--- config.mk ---
export PLATFORM = sky130hd
export DESIGN_NAME = gpio_controller_with_pin_interrupts_unit
export DESIGN_NICKNAME = d
export VERILOG_FILES = /design/src/sv/gpioc_pkg.sv /design/src/sv/gpioc_lane.sv /design/src/sv/gpioc_merge.sv /design/src/sv/gpio_controller_with_pin_interrupts_unit.sv
export SDC_FILE = /design/constraint.sdc
export NUM_CORES = 1
export LEC_CHECK = 0
export BUFFER_PORTS_ARGS = -buffer_cell sky130_fd_sc_hd__buf_2
export CORE_UTILIZATION = 42
export DETAILED_ROUTE_END_ITERATION = 8
export PLACE_DENSITY_LB_ADDON = 0.1
export RECOVER_POWER = 25
export SYNTH_ARGS = -nofsm -noshare
export SYNTH_HDL_FRONTEND = slang
export SYNTH_SLANG_ARGS = --single-unit
--- constraint.sdc ---
create_clock -name clk_i -period 3.1 [get_ports clk_i]
set_input_delay 0.62 -clock clk_i [delete_from_list [all_inputs] [get_ports clk_i]]
set_output_delay 0.62 -clock clk_i [all_outputs]
set_load 0.05 [all_outputs]
--- src/sv/gpioc_pkg.sv ---
// types, register map and defaults shared by the gpio controller modules
package gpioc_pkg;

  localparam int unsigned DATA_W        = 16;
  localparam int unsigned PIN_COUNT_DEF = 16;

  typedef enum logic [1:0] {
    ACT_READ  = 2'd0,
    ACT_WRITE = 2'd1,
    ACT_PINS  = 2'd2
  } act_e;

  typedef enum logic [4:0] {
    WORD_PIN_IN      = 5'd0,
    WORD_IN_ENABLE   = 5'd1,
    WORD_OUT_ENABLE  = 5'd2,
    WORD_OUT_LEVEL   = 5'd3,
    WORD_PULLUP      = 5'd4,
    WORD_DRIVE       = 5'd5,
    WORD_RISE_ENABLE = 5'd6,
    WORD_RISE_PEND   = 5'd7,
    WORD_FALL_ENABLE = 5'd8,
    WORD_FALL_PEND   = 5'd9,
    WORD_HIGH_ENABLE = 5'd10,
    WORD_HIGH_PEND   = 5'd11,
    WORD_LOW_ENABLE  = 5'd12,
    WORD_LOW_PEND    = 5'd13,
    WORD_OUT_INVERT  = 5'd16
  } reg_e;

  typedef struct packed {
    logic [1:0]        action;
    logic [4:0]        reg_word;
    logic [DATA_W-1:0] write_data;
    logic [DATA_W-1:0] pin_set;
    logic [DATA_W-1:0] pin_mask;
  } in_t;

  typedef struct packed {
    logic [DATA_W-1:0] read_data;
    logic [DATA_W-1:0] irq_pins;
    logic [DATA_W-1:0] pin_levels;
  } out_t;

  // decoded control for one accepted transaction, shared by all lanes
  typedef struct packed {
    logic       fire;
    logic       rd;
    logic       wr;
    logic       pins;
    logic       eval;
    logic [4:0] word;
  } ctl_t;

endpackage

--- src/sv/gpioc_lane.sv ---
// one pin lane: register bits, pin level and interrupt detection for a single pin
module gpioc_lane import gpioc_pkg::*; (
  input  logic clk_i,
  input  logic rst_ni,
  input  ctl_t ctl_i,
  input  logic data_i,
  input  logic set_i,
  input  logic mask_i,
  output logic rd_o,
  output logic irq_o,
  output logic level_o
);

  logic level_q, level_d, ival_q, ival_d, ie_q, ie_d, oe_q, oe_d;
  logic ov_q, ov_d, inv_q, inv_d, pue_q, pue_d, ds_q, ds_d;
  logic rie_q, rie_d, fie_q, fie_d, hie_q, hie_d, lie_q, lie_d;
  logic rip_q, rip_d, fip_q, fip_d, hip_q, hip_d, lip_q, lip_d;
  logic wr, ev, level_ext, level_new, hi, lo, rise, fall;

  assign wr = ctl_i.fire & ctl_i.wr;
  assign ev = ctl_i.fire & ctl_i.eval;

  always_comb begin
    ie_d  = (wr && ctl_i.word == WORD_IN_ENABLE)   ? data_i : ie_q;
    oe_d  = (wr && ctl_i.word == WORD_OUT_ENABLE)  ? data_i : oe_q;
    ov_d  = (wr && ctl_i.word == WORD_OUT_LEVEL)   ? data_i : ov_q;
    inv_d = (wr && ctl_i.word == WORD_OUT_INVERT)  ? data_i : inv_q;
    pue_d = (wr && ctl_i.word == WORD_PULLUP)      ? data_i : pue_q;
    ds_d  = (wr && ctl_i.word == WORD_DRIVE)       ? data_i : ds_q;
    rie_d = (wr && ctl_i.word == WORD_RISE_ENABLE) ? data_i : rie_q;
    fie_d = (wr && ctl_i.word == WORD_FALL_ENABLE) ? data_i : fie_q;
    hie_d = (wr && ctl_i.word == WORD_HIGH_ENABLE) ? data_i : hie_q;
    lie_d = (wr && ctl_i.word == WORD_LOW_ENABLE)  ? data_i : lie_q;

    level_ext = (ctl_i.pins && mask_i) ? set_i : level_q;
    level_new = oe_d ? (ov_d ^ inv_d) : level_ext;

    hi   = hie_d & level_new;
    lo   = lie_d & ~level_new;
    rise = rie_d & ~level_q & level_new;
    fall = fie_d & level_q & ~level_new;

    // write one to clear, then set from the evaluation
    rip_d = (wr && ctl_i.word == WORD_RISE_PEND) ? (rip_q & ~data_i) : rip_q;
    fip_d = (wr && ctl_i.word == WORD_FALL_PEND) ? (fip_q & ~data_i) : fip_q;
    hip_d = (wr && ctl_i.word == WORD_HIGH_PEND) ? (hip_q & ~data_i) : hip_q;
    lip_d = (wr && ctl_i.word == WORD_LOW_PEND)  ? (lip_q & ~data_i) : lip_q;
    if (ev) begin
      rip_d = rip_d | rise;
      fip_d = fip_d | fall;
      hip_d = hip_d | hi;
      lip_d = lip_d | lo;
    end

    level_d = ev ? level_new : level_q;
    ival_d  = ev ? (level_new & ie_d) : ival_q;
  end

  always_comb begin
    case (ctl_i.word)
      WORD_PIN_IN:      rd_o = ival_q;
      WORD_IN_ENABLE:   rd_o = ie_q;
      WORD_OUT_ENABLE:  rd_o = oe_q;
      WORD_OUT_LEVEL:   rd_o = ov_q;
      WORD_PULLUP:      rd_o = pue_q;
      WORD_DRIVE:       rd_o = ds_q;
      WORD_RISE_ENABLE: rd_o = rie_q;
      WORD_RISE_PEND:   rd_o = rip_q;
      WORD_FALL_ENABLE: rd_o = fie_q;
      WORD_FALL_PEND:   rd_o = fip_q;
      WORD_HIGH_ENABLE: rd_o = hie_q;
      WORD_HIGH_PEND:   rd_o = hip_q;
      WORD_LOW_ENABLE:  rd_o = lie_q;
      WORD_LOW_PEND:    rd_o = lip_q;
      WORD_OUT_INVERT:  rd_o = inv_q;
      default:          rd_o = 1'b0;
    endcase
    if (!ctl_i.rd) begin
      rd_o = 1'b0;
    end
  end

  assign irq_o   = ev & (hi | lo | rise | fall);
  assign level_o = level_d;

  always_ff @(posedge clk_i or negedge rst_ni) begin
    if (!rst_ni) begin
      level_q <= 1'b0; ival_q <= 1'b0; ie_q  <= 1'b0; oe_q  <= 1'b0;
      ov_q    <= 1'b0; inv_q  <= 1'b0; pue_q <= 1'b0; ds_q  <= 1'b0;
      rie_q   <= 1'b0; fie_q  <= 1'b0; hie_q <= 1'b0; lie_q <= 1'b0;
      rip_q   <= 1'b0; fip_q  <= 1'b0; hip_q <= 1'b0; lip_q <= 1'b0;
    end else begin
      level_q <= level_d; ival_q <= ival_d; ie_q  <= ie_d;  oe_q  <= oe_d;
      ov_q    <= ov_d;    inv_q  <= inv_d;  pue_q <= pue_d; ds_q  <= ds_d;
      rie_q   <= rie_d;   fie_q  <= fie_d;  hie_q <= hie_d; lie_q <= lie_d;
      rip_q   <= rip_d;   fip_q  <= fip_d;  hip_q <= hip_d; lip_q <= lip_d;
    end
  end

endmodule

--- src/sv/gpioc_merge.sv ---
// gathers the lane results into one result transaction and holds it in the output register
module gpioc_merge import gpioc_pkg::*; #(
  parameter int unsigned LANES = PIN_COUNT_DEF
) (
  input  logic             clk_i,
  input  logic             rst_ni,
  input  logic             fire_i,
  input  logic [LANES-1:0] rd_i,
  input  logic [LANES-1:0] irq_i,
  input  logic [LANES-1:0] level_i,
  input  logic             out_stall_i,
  output logic             out_valid_o,
  output out_t             out_o,
  output logic             busy_o
);

  logic out_valid_q, out_valid_d;
  out_t out_q, out_d;

  always_comb begin
    out_d = '0;
    out_d.read_data[LANES-1:0]  = rd_i;
    out_d.irq_pins[LANES-1:0]   = irq_i;
    out_d.pin_levels[LANES-1:0] = level_i;
  end

  assign busy_o      = out_valid_q & out_stall_i;
  assign out_valid_d = fire_i | busy_o;

  always_ff @(posedge clk_i or negedge rst_ni) begin
    if (!rst_ni) begin
      out_valid_q <= 1'b0;
    end else begin
      out_valid_q <= out_valid_d;
    end
  end

  always_ff @(posedge clk_i) begin
    if (fire_i) begin
      out_q <= out_d;
    end
  end

  assign out_valid_o = out_valid_q;
  assign out_o       = out_q;

endmodule

--- src/sv/gpio_controller_with_pin_interrupts_unit.sv ---
// top level of the gpio controller with per-pin interrupt detection
//
// Input channel in_valid_i / in_stall_o carries one transaction per item: a bus
// read, a bus write to a word register, or an external pin update under a mask.
// Output channel out_valid_o / out_stall_i returns exactly one result per item:
// read data, the pins whose interrupt condition fired, and the pin levels after.
// Each pin is its own lane holding that pin's register bits; the merge stage
// packs the lane bits into the output register.
// out_valid_o rises in the cycle after acceptance. Throughput is one item
// per cycle, set by the single output register: a new item is taken whenever
// the output register is empty or its result is taken in the same cycle.
// When the receiver stalls, the result holds and in_stall_o rises until the
// result is taken. Reset clears all registers, pin levels and pending bits and
// empties the output register. Pins at index PIN_COUNT and up read 0 and are ignored.
module gpio_controller_with_pin_interrupts_unit import gpioc_pkg::*; #(
  parameter int unsigned PIN_COUNT = PIN_COUNT_DEF
) (
  input  logic clk_i,
  input  logic rst_ni,
  input  logic in_valid_i,
  output logic in_stall_o,
  input  in_t  in_i,
  output logic out_valid_o,
  input  logic out_stall_i,
  output out_t out_o
);

  localparam int unsigned LANES = (PIN_COUNT < DATA_W) ? PIN_COUNT : DATA_W;

  ctl_t             ctl;
  logic             busy;
  logic [LANES-1:0] lane_rd, lane_irq, lane_level;

  assign in_stall_o = busy;

  always_comb begin
    ctl.fire = in_valid_i & ~busy;
    ctl.rd   = (in_i.action == ACT_READ);
    ctl.wr   = (in_i.action == ACT_WRITE);
    ctl.pins = (in_i.action == ACT_PINS);
    ctl.word = in_i.reg_word;
    ctl.eval = ctl.pins | (ctl.wr && (in_i.reg_word inside {WORD_IN_ENABLE, WORD_OUT_ENABLE,
               WORD_OUT_LEVEL, WORD_RISE_ENABLE, WORD_FALL_ENABLE, WORD_HIGH_ENABLE,
               WORD_LOW_ENABLE, WORD_OUT_INVERT}));
  end

  for (genvar i = 0; i < LANES; i++) begin : g_lane
    gpioc_lane u_lane (
      .clk_i   (clk_i),
      .rst_ni  (rst_ni),
      .ctl_i   (ctl),
      .data_i  (in_i.write_data[i]),
      .set_i   (in_i.pin_set[i]),
      .mask_i  (in_i.pin_mask[i]),
      .rd_o    (lane_rd[i]),
      .irq_o   (lane_irq[i]),
      .level_o (lane_level[i])
    );
  end

  gpioc_merge #(
    .LANES (LANES)
  ) u_merge (
    .clk_i       (clk_i),
    .rst_ni      (rst_ni),
    .fire_i      (ctl.fire),
    .rd_i        (lane_rd),
    .irq_i       (lane_irq),
    .level_i     (lane_level),
    .out_stall_i (out_stall_i),
    .out_valid_o (out_valid_o),
    .out_o       (out_o),
    .busy_o      (busy)
  );

`ifndef NO_ASSERTIONS
  a_read_no_irq: assert property (@(posedge clk_i) disable iff (!rst_ni)
    ctl.fire && ctl.rd |=> out_valid_o && out_o.irq_pins == '0)
    else $error("read transaction reported interrupts");

  a_noeval_no_irq: assert property (@(posedge clk_i) disable iff (!rst_ni)
    !ctl.eval |-> lane_irq == '0)
    else $error("interrupt without pin evaluation");

  a_write_no_data: assert property (@(posedge clk_i) disable iff (!rst_ni)
    ctl.fire && !ctl.rd |=> out_o.read_data == '0)
    else $error("read data on a non-read transaction");

  a_hold_on_stall: assert property (@(posedge clk_i) disable iff (!rst_ni)
    out_valid_o && out_stall_i |=> out_valid_o && $stable(out_o))
    else $error("stalled result changed");

  a_idle_no_stall: assert property (@(posedge clk_i) disable iff (!rst_ni)
    !out_valid_o |-> !in_stall_o)
    else $error("input stalled with empty output register");
`endif

endmodule
* Word-level counts from Yosys, hierarchy flattened
Cells that the tools add are included. Widths: inputs -> output; s select.
Word-level totals: bits in registers 305, bits of input ports 59
Operators by class: equality and inequality tests 16, muxes and demuxes 320, bitwise operators 375, reductions and logical operators 34
Operators by type and width (number):
- $mux 1 | 304
- $pmux 1 s15 | 16
- $and 1x1->1 | 196
- $or 1x1->1 | 114
- $not 1->1 | 49
- $logic_and 1x1->1 | 31
- $eq 5x4->1 const B | 6
- $eq 5x3->1 const B | 4
- $xor 1x1->1 | 16
- $eq 5x2->1 const B | 2
- $reduce_bool 8->1 | 1
- $eq 5x1->1 const B | 1
- $eq 5x5->1 const B | 1
- $logic_not 5->1 | 1
- $eq 2x1->1 const B | 1
- $eq 2x2->1 const B | 1
- $logic_not 2->1 | 1

* Longest topological paths before layout
word-level depth 14, mapped depth 10, mapped depth without buffers 6

* By module
Synthesis repeated with hierarchy kept, for this count alone.
Unflattened totals: cell total of the unflattened synthesis 1901, area total of the unflattened synthesis 18432.7 um^2
Modules (own cells, without submodules):
- gpioc_lane | instances 16, cells an instance 115, area an instance 1054.8 um^2
- gpioc_merge | instances 1, cells an instance 51, area an instance 1480.2 um^2
- gpio_controller_with_pin_interrupts_unit | instances 1, cells an instance 10, area an instance 76.3 um^2

* Worst setup path before layout
Ideal clock, no wire load.
path type register to register, start reg u_merge.out_valid_q (netlist: u_merge.out_valid_o), end reg u_merge.out_q (netlist bit u_merge.out_o[17]), data pin, arrival 3024 ps, setup slack -192 ps, cell stages (with the launch flop) 8, buffers on the path 1, period minus slack after synthesis 3292 ps, cells stage by stage dfrtp_1 a21boi_4 nand4_1 buf_2 mux2i_1 nor2b_1 o21ai_0 mux2i_1
Between the ends: word-level cells in the longest chain between the ends 14
RTL lines:
- from (decl) | line gpioc_merge.sv:17 | logic out_valid_q, out_valid_d;
- from (signal assigned) | line gpioc_merge.sv:34 | out_valid_q <= out_valid_d;
- $and 1x1->1 * | line gpioc_merge.sv:27 | assign busy_o = out_valid_q & out_stall_i;
- $not 1->1 * | line gpio_controller_with_pin_interrupts_unit.sv:37 | ctl.fire = in_valid_i & ~busy;
- $and 1x1->1 * | line gpio_controller_with_pin_interrupts_unit.sv:37
- $and 1x1->1 | line gpioc_lane.sv:20 | assign wr = ctl_i.fire & ctl_i.wr;
- $logic_and 1x1->1, on equally long branches | line gpioc_lane.sv:26, gpioc_lane.sv:27
- $mux 1, on equally long branches | line gpioc_lane.sv:26, gpioc_lane.sv:27
- $xor 1x1->1 | line gpioc_lane.sv:36 | level_new = oe_d ? (ov_d ^ inv_d) : level_ext;
- $mux 1 | line gpioc_lane.sv:36
- $not 1->1 | line gpioc_lane.sv:39, gpioc_lane.sv:41
- $and 1x1->1 | line gpioc_lane.sv:39 | lo = lie_d & ~level_new;
- $or 1x1->1 (3 in a row) | line gpioc_lane.sv:83 | assign irq_o = ev & (hi | lo | rise | fall);
- $and 1x1->1 * | line gpioc_lane.sv:83
- named net g_lane[1].u_lane.irq_o | line gpioc_lane.sv:10 | output logic irq_o,
- to (signal assigned) | line gpioc_merge.sv:40 | out_q <= out_d;
- to (decl) | line gpioc_merge.sv:18 | out_t out_q, out_d;
Mark *: on every way through the listed nets, which the timed path passes. The rest lies on a longest branch. A chain may end at the register's enable or synchronous reset.

* Worst setup path after layout
start reg u_merge.out_valid_q (netlist: u_merge.out_valid_o), end reg u_merge.out_q (netlist bit u_merge.out_o[8]), data pin
Between the ends: word-level cells in the longest chain between the ends 9
RTL lines:
- $and 1x1->1 * | line gpioc_merge.sv:27
- $not 1->1 * | line gpio_controller_with_pin_interrupts_unit.sv:37
- $and 1x1->1 * | line gpio_controller_with_pin_interrupts_unit.sv:37
- $and 1x1->1 | line gpioc_lane.sv:20
- $logic_and 1x1->1, on equally long branches | line gpioc_lane.sv:26, gpioc_lane.sv:27
- $mux 1, on equally long branches | line gpioc_lane.sv:26, gpioc_lane.sv:27
- $xor 1x1->1 | line gpioc_lane.sv:36
- $mux 1 | line gpioc_lane.sv:36
- $mux 1 * | line gpioc_lane.sv:55 | level_d = ev ? level_new : level_q;
- named net g_lane[8].u_lane.level_o | line gpioc_lane.sv:11 | output logic level_o
Marked as above.

==> impl_metrics.env <==
export IMPL_status="complete, but fails checks"
export IMPL_violations="max-capacitance violations, max-slew violations"
export IMPL_period_minus_slack_ns=2.65
export IMPL_fin_cells=1964
export IMPL_ioPinCount=109
export IMPL_skew_ns=0.0162
export IMPL_hold_viol=0
export IMPL_die_w_um=191
export IMPL_synthCells=1335
export IMPL_yosysTopAreaCell="dfrtp_1"
export IMPL_synth_edf_count=48
export IMPL_yosys_register_bits=305
export IMPL_largest_reg_flops=48
export IMPL_cp_data_required_time_ns=3.32
export IMPL_cts_max_level=2
export IMPL_cts_hold_buf=0
export IMPL_final_layout_size_suffix_gt1_share_pct=29.3
export IMPL_portBuffers=108
export IMPL_clock_latency_ns=0.52
export IMPL_internal_power_mw=7.49
export IMPL_grt_pass1_wl_um=75100
export IMPL_cts_buffers_inserted=35
export IMPL_final_util_pct=50.3
export IMPL_grt_max_degree=86
export IMPL_postCtsSetupBuffers=0
export IMPL_power_mw=10.3
export IMPL_min_path_type="primary input to flip-flop"
export IMPL_grtUsageTotal_pct=28.0
export IMPL_async_flop_share_pct=84.3
export IMPL_wirelength_um=50400
export IMPL_gp_congestion=0.830
export IMPL_clockBufferDepth=3
export IMPL_nets=1536
export IMPL_yosys_top_cells_area="dfrtp_1 (43%), edfxtp_1 (9.6%), mux2_2 (8.3%), nand2_1 (6.1%), a22oi_1 (3.5%)"
export IMPL_start_util_pct=42.6
export IMPL_diodes=0
export IMPL_ys_dominant_reg_cell="dfrtp_1"
export IMPL_fin_crit_sh_pct=85.5
export IMPL_synth_area_um2=15100
export IMPL_setup_ws_ns=0.449
export IMPL_dieArea_um2=36600
export IMPL_nFillCells=3222
export IMPL_ir_drop_v=0.000421
export IMPL_clock_sink_count=305
export IMPL_p_seq_share_pct=45.4
export IMPL_finalSetupTns_ns=0
export IMPL_path_class="flip-flop to flip-flop"
export IMPL_dp_cells=1901
export IMPL_ys_types=59
export IMPL_post_dp_hpwl_um=32200
export IMPL_worstPathArrival_ns=2.87
export IMPL_whs_ns=0.312
export IMPL_rsz0062_at_grt="no"
export IMPL_swShare_pct=27.5
export IMPL_grt_ovfl_total=0
export IMPL_vias_per_cell=5.96
export IMPL_max_cap_violations=1
export IMPL_vias=11711
export IMPL_start_kind="flip-flop"
export IMPL_grtUsageMet3_pct=4.55
export IMPL_setup_viol=0
export IMPL_dr_pass1_iters=6
export IMPL_area_growth_pct=18.1
export IMPL_ant_nets=0
export IMPL_routedWlPerCell_um=25.7
export IMPL_cts_resized=0
export IMPL_grt_pass1_vias=11512
export IMPL_pwr_density_cell_nw_per_um2=581
export IMPL_dpl_cell_area_um2=16600
export IMPL_place_ws_ns=0.0808
export IMPL_antenna_found_initial=0
export IMPL_leakagePower_nw=8.01
export IMPL_clk_pin_slew_ns=0.06
export IMPL_cts_tree="built"
export IMPL_synth_top_area_share_pct=42.7
export IMPL_core_um2=35400
export IMPL_crit_path_max_fanout=9
export IMPL_die_height_um=191
export IMPL_row_count=69
export IMPL_worst_setup_path_end_kind="flip-flop"
export IMPL_fmax_ghz=0.377
export IMPL_grt_most_used_layer="met2"
export IMPL_p_comb_share_pct=13.9
export IMPL_synth_warnings=0
export IMPL_drt_iter0_drc=1024
export IMPL_clockRootBuffer="clkbuf_16"
export IMPL_worstMarginPinSlew_ns=1.54
export IMPL_clockPowerShare_pct=40.7
export IMPL_power_switching_mw=2.84
export IMPL_max_slew_margin_rel_pct=-2.84
export IMPL_met1_usage_pct=41.0
export IMPL_design_area_um2=17800
export IMPL_synth_fp_nets=1394
export IMPL_drv_slew=55
export IMPL_use_met2_pct=42.7
export IMPL_post_route_drc_count=0
export IMPL_synth_area_per_cell_um2=11.3
export IMPL_ys_seq_area_share_pct=52.2
## layout make-up
| cell class | instances | area, µm² | share of cell area (%) |
|---|---|---|---|
| clock inverter | 10 | 140 | 0.788 |
| timing repair buffer | 194 | 1370 | 7.71 |
| clock buffer | 53 | 1020 | 5.76 |
| inverter | 19 | 71.3 | 0.401 |
| multi-input combinational | 922 | 6740 | 37.9 |
| tap | 461 | 577 | 3.24 |
| sequential | 305 | 7870 | 44.2 |
## synth_stat cells (24+ instances only)
cell        n
a22oi_1    71
nor2b_1    24
mux2i_1    35
nand3_1    24
nor2_1     38
dfrtp_1   257
mux2_4     26
edfxtp_1   48
mux2_2    111
o21ai_1    24
nand2_1   244
clkbuf_1   42
o21ai_0    74
buf_2      28
a32o_1     32
a22o_1     27
## per-layer routing
layer	vias to the layer above	routed length, µm
met3	92	3600
li1	5201	-
met2	470	22700
met1	5948	22900
met5	-	0
met4	0	1260
## worst paths after layout
check | start | to | slack (ns) | cells past startpoint
max | u_merge.out_valid_o$_DFF_PN0_ | u_merge.out_o[8]$_DFFE_PN_ | 0.45 | 6
min | in_valid_i | u_merge.out_valid_o$_DFF_PN0_ | 0.31 | 2
max in group asynchronous | rst_ni | g_lane[11].u_lane.ie_q$_DFF_PN0_ | 1.05 | 2
max reg2reg | u_merge.out_valid_o$_DFF_PN0_ | u_merge.out_o[8]$_DFFE_PN_ | 0.45 | 6
min in group asynchronous | rst_ni | g_lane[11].u_lane.fip_q$_DFF_PN0_ | 0.48 | 1
min reg2reg | g_lane[4].u_lane.rip_q$_DFF_PN0_ | g_lane[4].u_lane.rip_q$_DFF_PN0_ | 0.48 | 2
## cell families (layout without fill, tap and decap cells)
family | count (synthesis) | in the layout | share of synthesized area (%)
AO/OA/AOI/OAI | 338 | 338 | 17.2
buffers and inverters | 108 | 276 | 3.57
AND/OR/NAND/NOR | 391 | 391 | 12.5
flip-flops | 305 | 305 | 52.2
XOR/XNOR | 17 | 17 | 0.988
multiplexers | 176 | 176 | 13.5
## cells in the final DEF, fill, tap and decap left out, drive strengths merged, types with 16 or more instances in the layout
cell type,netlist,layout
dfrtp,257,257
nand2,249,249
buf,47,192
mux2,141,141
o21ai,99,99
a22oi,71,71
clkbuf,42,55
edfxtp,48,48
nor2,43,43
mux2i,35,35
a32o,32,32
nor2b,30,30
a22o,27,27
nand3,24,24
a31oi,22,22
inv,19,20
a21oi,20,20
xnor2,17,17
a222oi,16,16
o22ai,16,16
## power groups by stage
stage	sequential (mW)	combinational [mW]	clock, mW
floorplan	4.86	0.799	0
global placement	4.75	1.43	0
detailed placement	4.75	1.44	0
CTS	4.68	1.44	4.30
global route	4.73	1.55	4.45
finish	4.69	1.44	4.21
## worst max-delay path, stage by stage, from the launching register on
cell      delay (ns)
dfrtp_2         0.43
a21boi_4        0.36
and2_1          0.37
buf_4           0.26
a32oi_1         0.15
a31oi_1         0.57
o21ai_0         0.21
No activity file was read; power rests on OpenSTA's default activity.
